## src/rtl/wis_pkg.sv

```systemverilog
`timescale 1ns / 1ps
// ----------------------------------------------------------------------------
// wis_pkg: shared types and constants of the weighted index sampler
// Item kinds, result status codes, the control word that travels between the
// front and the back end, and the fixed widths of the running sums.
// ----------------------------------------------------------------------------
package wis_pkg;

	// Running sums and the total saturate at this width
	localparam int unsigned SUM_W = 26;
	localparam logic [SUM_W-1:0] SUM_MAX = {SUM_W{1'b1}};

	// Width of the weight floor register
	localparam int unsigned FLOOR_W = 16;

	// Uniform fraction is widened to this many bits and split in two halves
	localparam int unsigned U_EXT_W  = 48;
	localparam int unsigned U_HALF_W = 24;

	// Item kind carried in tuser
	typedef enum logic {
		OP_LOAD   = 1'b0,
		OP_SAMPLE = 1'b1
	} op_e;

	// Result status carried in tuser
	typedef enum logic [1:0] {
		ST_OK    = 2'd0,
		ST_EMPTY = 2'd1,
		ST_FULL  = 2'd2
	} status_e;

	// Control word of one queued item
	typedef struct packed {
		logic first;
		op_e  op;
	} item_ctl_t;

	// Back end sequencer states
	typedef enum logic [2:0] {
		BK_IDLE,
		BK_MUL,
		BK_SUM,
		BK_ISSUE,
		BK_CMP
	} bk_state_e;

endpackage

```

## src/rtl/wis_front.sv

```systemverilog
`timescale 1ns / 1ps
// ----------------------------------------------------------------------------
// wis_front: input side of the weighted index sampler
// Holds the weight floor, accepts items, raises load weights to the floor and
// queues items in a two-entry queue for the back end.
// ----------------------------------------------------------------------------
module wis_front import wis_pkg::*; #(
	parameter int unsigned WEIGHT_BITS  = 16,
	parameter int unsigned UNIFORM_BITS = 32,
	localparam int unsigned CW = (WEIGHT_BITS > FLOOR_W) ? WEIGHT_BITS : FLOOR_W
) (
	input  logic                    clk,
	input  logic                    arst_n,
	input  logic                    cfg_wen,
	input  logic [FLOOR_W-1:0]      cfg_wdata,
	input  logic                    in_valid,
	output logic                    in_ready,
	input  logic                    in_op,
	input  logic                    in_first,
	input  logic [WEIGHT_BITS-1:0]  in_weight,
	input  logic [UNIFORM_BITS-1:0] in_uniform,
	output logic                    item_valid,
	input  logic                    item_ready,
	output item_ctl_t               item_ctl,
	output logic [CW-1:0]           item_weight,
	output logic [UNIFORM_BITS-1:0] item_uniform
);

	logic [FLOOR_W-1:0]      floor_q;
	item_ctl_t               ctl_q [2];
	logic [CW-1:0]           wgt_q [2];
	logic [UNIFORM_BITS-1:0] uni_q [2];
	logic                    wr_ptr_q;
	logic                    rd_ptr_q;
	logic [1:0]              fill_q;
	logic                    push;
	logic                    pop;
	logic [CW-1:0]           w_ext;
	logic [CW-1:0]           f_ext;
	logic [CW-1:0]           w_clamp;
	item_ctl_t               ctl_in;

	// Weight floor register
	always_ff @(posedge clk or negedge arst_n) begin
		if (!arst_n) begin
			floor_q <= '0;
		end else if (cfg_wen) begin
			floor_q <= cfg_wdata;
		end
	end

	// Raise the weight to the floor and classify the item
	assign w_ext   = CW'(in_weight);
	assign f_ext   = CW'(floor_q);
	assign w_clamp = (w_ext < f_ext) ? f_ext : w_ext;
	assign ctl_in  = '{first: in_first, op: op_e'(in_op)};

	assign in_ready   = (fill_q != 2'd2);
	assign item_valid = (fill_q != 2'd0);
	assign push       = in_valid && in_ready;
	assign pop        = item_valid && item_ready;

	// Queue storage
	always_ff @(posedge clk) begin
		if (push) begin
			ctl_q[wr_ptr_q] <= ctl_in;
			wgt_q[wr_ptr_q] <= w_clamp;
			uni_q[wr_ptr_q] <= in_uniform;
		end
	end

	// Queue pointers and fill level
	always_ff @(posedge clk or negedge arst_n) begin
		if (!arst_n) begin
			wr_ptr_q <= 1'b0;
			rd_ptr_q <= 1'b0;
			fill_q   <= 2'd0;
		end else begin
			if (push) begin
				wr_ptr_q <= ~wr_ptr_q;
			end
			if (pop) begin
				rd_ptr_q <= ~rd_ptr_q;
			end
			if (push && !pop) begin
				fill_q <= fill_q + 2'd1;
			end else if (pop && !push) begin
				fill_q <= fill_q - 2'd1;
			end
		end
	end

	assign item_ctl     = ctl_q[rd_ptr_q];
	assign item_weight  = wgt_q[rd_ptr_q];
	assign item_uniform = uni_q[rd_ptr_q];

endmodule

```

## config.mk

```make
export PLATFORM = sky130hd
export DESIGN_NAME = wis_front
export DESIGN_NICKNAME = d
export VERILOG_FILES = /design/src/rtl/wis_pkg.sv /design/src/rtl/wis_front.sv
export SDC_FILE = /design/constraint.sdc
export NUM_CORES = 1
export LEC_CHECK = 0
export BUFFER_PORTS_ARGS = -buffer_cell sky130_fd_sc_hd__buf_2
export CORE_ASPECT_RATIO = 1.4
export CORE_UTILIZATION = 48
export DETAILED_ROUTE_END_ITERATION = 7
export MAX_ROUTING_LAYER = met4
export PLACE_DENSITY = 0.79
export SETUP_SLACK_MARGIN = 0.02
export SKIP_CTS_REPAIR_TIMING = 1
export SYNTH_ARGS = -nofsm -noshare
export SYNTH_HDL_FRONTEND = slang
export SYNTH_SLANG_ARGS = --single-unit
export TNS_END_PERCENT = 5
```

## constraint.sdc

```tcl
create_clock -name clk -period 3.2 [get_ports clk]
set_input_delay 0.48 -clock clk [delete_from_list [all_inputs] [get_ports clk]]
set_output_delay 0.48 -clock clk [all_outputs]
set_load 0.01 [all_outputs]
```

==> results.json, run 1 <==
{
  "yosys.area.top_type_share_pct": 60.1,
  "irDropWorstVdd_v": 0.000521,
  "path_cells": "buf_12 -> mux2_2 -> buf_2",
  "drive_gt1_share_pct": 52.7,
  "grt_pass1_wl_um": 13900,
  "htree_levels": 4,
  "dr.pass1.iters": 4,
  "fin_util_pct": 63.9,
  "gp_congestion": 0.798,
  "drc_errors": 0,
  "skew_ns": 0.00808,
  "area_growth_pct": 28.0,
  "first_iter_violations": 116,
  "syn_inst": 291,
  "antenna_found_initial": 0,
  "status": "complete, no violations",
  "synth-seq-area-share_pct": 70.2,
  "worst_pin_slew_ns": 0.761,
  "critPathMaxFanout": 27,
  "drtAntennaViolNets": 0,
  "maxCapViolCount": 0,
  "synth-seq-cells": 120,
  "post-route-min-period_ns": 2.42,
  "p_leak_nw": 2.60,
  "die_h_um": 123,
  "die_area_um2": 10800,
  "wl_per_cell_um": 15.7,
  "end_kind": "output pin",
  "powerDensity_nw_per_um2": 874,
  "yosysUniqueCellTypes": 29,
  "fin_crit_sh_pct": 75.5,
  "power_mw": 5.59,
  "slowest_stage": "dfrtp_2",
  "grt_max_degree": 32,
  "drv_slew": 0,
  "cp.arrival_ns": 1.94,
  "port_buffers": 122,
  "diodes": 0,
  "synth_top_area_cell": "edfxtp_1",
  "layout_common_cells": "122 x buf_2, 100 x edfxtp_1, 57 x mux2_2",
  "cts_buffers": 17,
  "wl_um": 9040,
  "cpPeakStageDelay_ns": 0.73,
  "core_um2": 10000,
  "path_buf_inv": 2,
  "start_kind": "register",
  "grt_overflow": 0,
  "fillers": 752,
  "track_usage_pct": 18.2,
  "cts.clk_slew.worst_paths_ns": 0.05,
  "fin_nets": 514,
  "start_util_pct": 49.9,
  "synth_area_um2": 4990,
  "cp_data_required_time_ns": 2.72,
  "clock_path_buffers": 2,
  "cts_tree": "yes",
  "synth.area.top_cells": "edfxtp_1 60%, mux2_2 13%, dfrtp_1 10%",
  "setup-tns-final_ns": 0,
  "whs_ns": 0.0384,
  "hold_violations": 0,
  "path_delay_family": "flip-flops",
  "clk_latency_ns": 0.40,
  "first_global_vias": 2959,
  "dr_total_vias": 2822,
  "max_freq_mhz": 414,
  "dp_hpwl_um": 6540,
  "setup_viol": 0,
  "cts.sinks": 120,
  "avgSynthCellArea_um2": 17.2,
  "cts_root_buffer": "clkbuf_16",
  "mappedNetlistNets": 378,
  "rsz0062_at_grt": "false",
  "rows": 43,
  "min_path_type": "input pin to async pin",
  "crit_type": "register to output pin",
  "max_slew_margin_pct": 49.1,
  "final_common_cell": "buf_2",
  "ios": 123,
  "yosys_warnings": 0,
  "routed_via_density": 4.91,
  "die_x_um": 88.2
}
## registers in the layout, summed over array words and instances, names as in the netlist
name,cells
uni_q,64
wgt_q,32
f_ext,16
ctl_q,4
fill_q,2
rd_ptr_q,1
wr_ptr_q,1
## cell usage after synthesis
cell type / count
edfxtp_1: 100
mux2_2: 57
dfrtp_1: 20
nand2_1: 19
inv_1: 17
o21ai_0: 17
ha_1: 16
mux2_4: 10
clkbuf_1: 7
a21oi_1: 3
nor2_1: 3
xnor2_1: 3
buf_1: 2
xor2_1: 2
a2111oi_2: 1
a2111oi_4: 1
a211oi_1: 1
a211oi_4: 1
a21o_1: 1
a311o_1: 1
and3_1: 1
and4_1: 1
and4_2: 1
buf_12: 1
nand2b_1: 1
nand2b_4: 1
nand4_1: 1
o221ai_1: 1
or2_2: 1
## routing by layer
layer	GRT usage, %	up-vias	part of all wire [%]
li1	-	1368	-
met1	18.6	1358	39
met2	32.2	83	56
met3	5.51	13	3.7
met4	7.06	0	1.4
met5	-	-	0
## path summary, 6_finish.rpt
path / slack [ns] / start / cells after the start / to
min in group clk: 0.27 / in_uniform[23] / 1 / uni_q[1][23]
worst max-delay path: 0.78 / rd_ptr_q / 3 / item_weight[12]
max in group asynchronous: 2.80 / arst_n / 1 / rd_ptr_q
worst min-delay path: 0.04 / arst_n / 1 / fill_q[0]
worst max register to register: 0.82 / f_ext[14] / 8 / wgt_q[1][14]
worst min register to register: 0.48 / fill_q[1] / 1 / fill_q[1]
## power by group
| part | internal, mW | switching (mW) | leakage (nW) |
|---|---|---|---|
| sequential | 2.11 | 0.153 | 1.17 |
| combinational | 0.724 | 0.752 | 1.16 |
| clock | 1.21 | 0.635 | 0.269 |
## metrics by stage
step                      instances  instance area (um2)  setup slack [ns]
after global placement          543                 5800             0.669
after detailed placement        543                 5800             0.612
after global routing            575                 6390             0.677
final                           575                 6390             0.783
after floorplan                 291                 5000             0.748
after CTS                       575                 6390             0.734
## logic make-up after synthesis
family / Yosys count / synth area share (%)
muxes: 67 / 15.9
buffers and inverters: 27 / 2.36
and+or+nand+nor: 29 / 2.81
DFF: 120 / 70.2
adders and majority gates: 16 / 4.01
xor gates and xnor gates: 5 / 0.877
AOI/OAI and AO/OA: 27 / 3.93
## layout make-up
cell class	instances	area (um2)	area share [%]
Clock buffer	18	429	6.71
Inverter	17	63.8	0.998
Sequential cell	120	3500	54.8
Multi-Input combinational cell	144	1380	21.6
Timing Repair Buffer	127	686	10.7
Tap cell	135	169	2.64
Clock inverter	14	158	2.47
Note: power is estimated with default switching activity, not from simulation.
==> run 2: changes to the inputs <==
Settings changed: ABC_AREA set to 1.
Clock period 3.2 ns to 1.95 ns, I/O delays scaled along.
==> results.json, run 2 <==
{
  "status": "complete, no violations",
  "r2r-start": "f_ext[11]",
  "cts.sinks": 120,
  "port_buffers": 122,
  "ios": 123,
  "grt_max_degree": 51,
  "critPathMaxFanout": 16,
  "async_reset_ff_share_pct": 16.7,
  "start_util_pct": 49.2,
  "fin_util_pct": 62.8,
  "cp-startpoint": "f_ext[11]",
  "irDropWorstVdd_v": 0.000732,
  "rsz0062_at_grt": "true",
  "p_leak_nw": 2.99,
  "synth-seq-area-share_pct": 69.2,
  "hold_depth": 1,
  "synth-seq-cells": 120,
  "cts.clk_slew.worst_paths_ns": 0.05,
  "track_usage_pct": 19.0,
  "dp_hpwl_um": 6800,
  "placed_cell_area_um2": 5880,
  "area_growth_pct": 27.8,
  "synth_area_um2": 5060,
  "grt_overflow": 0,
  "worst_pin_slew_ns": 0.445,
  "clock_path_buffers": 2,
  "synthTopCellsByCount": "203 x nand2_1, 100 x edfxtp_1, 23 x inv_1",
  "cts_tree": "yes",
  "clk_latency_ns": 0.41,
  "drv_slew": 0,
  "hold-path-endpoint": "uni_q[0][30]",
  "post-route-min-period_ns": 1.86,
  "r2r_slack_ns": 0.09,
  "dr.pass1.iters": 5,
  "diodes": 0,
  "cts_root_buffer": "clkbuf_16",
  "drtAntennaViolNets": 0,
  "antenna_found_initial": 0,
  "skew_ns": 0.0115,
  "fin_crit_sh_pct": 95.6,
  "start_kind": "register",
  "crit_type": "register to register",
  "drive_gt1_share_pct": 30.8,
  "cts_buffers": 17,
  "synth_top_area_cell": "edfxtp_1",
  "regMostFlops": "uni_q",
  "yosysUniqueCellTypes": 25,
  "max_slew_margin_pct": 70.3,
  "gp_congestion": 0.764,
  "yosys_warnings": 0,
  "wl_per_cell_um": 13.2,
  "syn_inst": 451,
  "rr_worst_depth": 8,
  "fin_area_um2": 6470,
  "maxCapViolCount": 0,
  "htree_levels": 4,
  "core_um2": 10300,
  "die_h_um": 124,
  "die_x_um": 88.8,
  "mappedNetlistNets": 538,
  "drc_errors": 0,
  "synth.area.top_cells": "edfxtp_1 59%, nand2_1 15%, dfrtp_1 9.9%",
  "final_common_cell": "nand2_1",
  "avgSynthCellArea_um2": 11.2,
  "powerDensity_nw_per_um2": 1430,
  "die_area_um2": 11000,
  "first_global_vias": 3299,
  "rows": 44,
  "grt_pass1_wl_um": 14600,
  "first_iter_violations": 87,
  "synth_edf_count": 100,
  "whs_ns": 0.0720,
  "layout_common_cells": "203 x nand2_1, 122 x buf_2, 100 x edfxtp_1",
  "max_freq_mhz": 536,
  "cp.arrival_ns": 2.02,
  "yosys.area.top_type_share_pct": 59.3,
  "yosysMostFrequentCell": "nand2_1",
  "worstHoldStart": "in_uniform[30]",
  "hold_violations": 0,
  "dr_total_vias": 3478,
  "setup_viol": 0,
  "r2r_end": "wgt_q[0][3]",
  "cp_data_required_time_ns": 2.11,
  "ys.flop_type": "edfxtp_1",
  "fin_nets": 673,
  "routed_via_density": 4.73,
  "wl_um": 9680,
  "largest_reg_flops": 64,
  "min_path_type": "input pin to register",
  "end_kind": "register"
}
run 2: layout make-up:
class                      count  area [um2]
clock inverter                11         109
multi-input combinational    288        1410
tap                          138         173
fill                         811        3820
sequential                   120        3500
timing repair buffer         133         741
inverter                      26         101
clock buffer                  19         433
run 2: worst max-delay path by stage:
| stage | end | slack, ns | cells after the start |
|---|---|---|---|
| global placement | wgt_q[0][3] | 0.14 | 8 |
| floorplan | ctl_q[1][0] | -0.44 | 4 |
| finish | wgt_q[0][3] | 0.09 | 8 |
| global route | wgt_q[1][15] | -0.04 | 8 |
| CTS | item_weight[13] | -0.06 | 5 |
| detailed placement | wgt_q[0][3] | 0.09 | 8 |
run 2: worst max-delay path, stage by stage, from the launching register on:
cell and delay [ns]:
dfrtp_1 0.37, inv_1 0.08, ha_1 0.24, nand2_1 0.14, o21ai_1 0.13, a21oi_4 0.31, nand2_8 0.16, nand2_1 0.10
nand2_1 0.07
run 2: report_power, final:
group / total (mW) / internal (mW) / switching [mW]
Clock: 2.83 / 1.84 / 0.997
Combinational: 2.77 / 1.00 / 1.77
Sequential: 3.63 / 3.47 / 0.160
Total: 9.24 / 6.31 / 2.93
run 2: per-layer routing:
layer  vias to the layer above  share of wire [%]  GRT usage [%]
li1                       1762                  -              -
met1                      1590                 39           18.9
met2                       110                 53           32.9
met3                        16                5.8           5.54
met4                         0                2.0           10.2
met5                         -                  0              -
run 2: kinds of logic (layout without fill, tap and decap cells):
logic type	after synthesis	in the layout	synth area share, %
AOI/OAI and AO/OA	26	26	2.79
xor gates and xnor gates	3	3	0.519
adders and majority gates	16	16	3.95
buffers and inverters	43	189	3.44
DFF	120	120	69.2
muxes	1	1	0.222
and+or+nand+nor	242	242	19.9
run 2: per-stage QoR:
step	power [mW]	worst slack [ns]	std cells	TNS (ns)
final	9.24	0.0858	735	0
after global routing	9.80	-0.0357	735	-0.297
after CTS	9.28	-0.0586	732	-1.28
after detailed placement	6.41	0.0894	702	0
after global placement	6.33	0.144	702	0
after floorplan	5.29	-0.435	451	-42.88
==> run 3: changes to the inputs <==
Settings changed: CORE_UTILIZATION 48 to 50, PLACE_DENSITY 0.79 to 0.78.
Clock period 1.95 ns to 2.3 ns, I/O delays scaled along.
==> results.json, run 3 (synthesis gave the netlist of run 2 again) <==
{
  "status": "complete, no violations",
  "layout_common_cells": "203 x nand2_1, 122 x buf_2, 100 x edfxtp_1",
  "grt_overflow": 0,
  "power_mw": 8.15,
  "antenna_found_initial": 0,
  "power_frac_comb_pct": 28.0,
  "area_growth_pct": 28.3,
  "grtUsageMet1_pct": 20.4,
  "end_kind": "register",
  "maxCapViolCount": 0,
  "routed_via_density": 4.82,
  "drive_gt1_share_pct": 30.5,
  "rows": 43,
  "powerDensity_nw_per_um2": 1250,
  "cts_root_buffer": "clkbuf_16",
  "setup_viol": 0,
  "fillers": 766,
  "path_delay_family": "compound AO/OA/AOI/OAI gates",
  "multi_input_area_um2": 1400,
  "ios": 123,
  "irDropWorstVdd_v": 0.000711,
  "p_int_mw": 5.68,
  "cts.clk_slew.worst_paths_ns": 0.06,
  "grt_pass1_wl_um": 15300,
  "clk_latency_ns": 0.40,
  "track_usage_pct": 20.0,
  "cts_tree": "yes",
  "worst_pin_slew_ns": 0.480,
  "post-place-cells": 699,
  "core_um2": 9900,
  "cts.sinks": 120,
  "rsz0062_at_grt": "false",
  "crit_type": "register to register",
  "switching_share_pct": 30.3,
  "diodes": 0,
  "post-route-min-period_ns": 1.88,
  "die_h_um": 121,
  "first_global_vias": 3491,
  "cpPeakStageDelay_ns": 0.37,
  "path_buf_inv": 1,
  "stdcell_count": 732,
  "worstHoldStart": "in_first",
  "die_x_um": 87.0,
  "wl_um": 9720,
  "clkPwrFrac_pct": 34.3,
  "drtAntennaViolNets": 0,
  "cp.arrival_ns": 2.02,
  "seqPwrFrac_pct": 37.7,
  "port_buffers": 122,
  "htree_levels": 4,
  "start_util_pct": 51.1,
  "final_common_cell": "nand2_1",
  "dr.pass1.iters": 4,
  "critPathMaxFanout": 16,
  "largest_reg_flops": 64,
  "cts_buffers": 17,
  "drv_slew": 0,
  "regArea_um2": 3500,
  "placed_cell_area_um2": 5850,
  "skew_ns": 0.00936,
  "p_leak_nw": 3.02,
  "fin_nets": 671,
  "grt_max_degree": 51,
  "start_kind": "register",
  "path_cells": "inv_1 -> ha_1 -> a21oi_1 -> o21ai_1 -> a21oi_4 -> nand2_4 -> nand2_1 -> nand2_1",
  "min_path_type": "input pin to register",
  "hold_violations": 0,
  "regMostFlops": "uni_q",
  "power.net_switching_mw": 2.47,
  "slowest_stage": "dfrtp_1",
  "max_freq_mhz": 532,
  "fin_crit_sh_pct": 81.7,
  "fin_area_um2": 6490,
  "met3_usage_pct": 4.76,
  "met2_usage_pct": 35.8,
  "cp-startpoint": "f_ext[15]",
  "dp_hpwl_um": 6800,
  "setup-tns-final_ns": 0,
  "first_iter_violations": 177,
  "cp_data_required_time_ns": 2.44,
  "r2r-start": "f_ext[15]",
  "fin_util_pct": 65.6,
  "drc_errors": 0,
  "clock_path_buffers": 2,
  "gp_congestion": 0.852,
  "top_usage_layer": "met2",
  "die_area_um2": 10500,
  "wl_per_cell_um": 13.3,
  "cpMostUsedCell": "nand2_1",
  "max_slew_margin_pct": 68.0,
  "dr_total_vias": 3528
}
run 3: final timing paths:
kind,end,slack (ns),cells after the start
min reg2reg,fill_q[0],0.47,1
min,ctl_q[0][1],0.14,1
min in group asynchronous,f_ext[9],0.43,2
max reg2reg,wgt_q[1][2],0.42,8
max in group asynchronous,rd_ptr_q,1.50,2
max,wgt_q[1][2],0.42,8
run 3: area by class of cell:
type	count	area share, %
clock inverters	10	2.70
flip-flops and latches	120	54.0
well taps	135	2.60
clock buffers	22	6.99
repair buffers	131	10.7
inverters	26	1.50
multi-input cells	288	21.6
run 3: through the flow:
stage	hold WS [ns]	setup WS, ns
6_report	0.136	0.421
3_3_place_gp	0.329	0.368
5_1_grt	0.120	0.248
3_5_place_dp	0.326	0.339
4_1_cts	-0.104	0.407
2_1_floorplan	0.0494	-0.0852
run 3: layer usage:
metal  vias up  share of wire (%)
met5         -                  0
met4         0               0.98
met3        11                4.6
met2        99                 55
met1      1660                 39
li1       1758                  -
run 3: power groups by stage:
stage	registers, mW	logic [mW]	clock network (mW)
5_1_grt	3.11	2.57	2.93
4_1_cts	3.07	2.33	2.84
3_5_place_dp	3.11	2.32	0
3_3_place_gp	3.09	2.26	0
2_1_floorplan	3.09	1.40	0
6_report	3.07	2.29	2.79
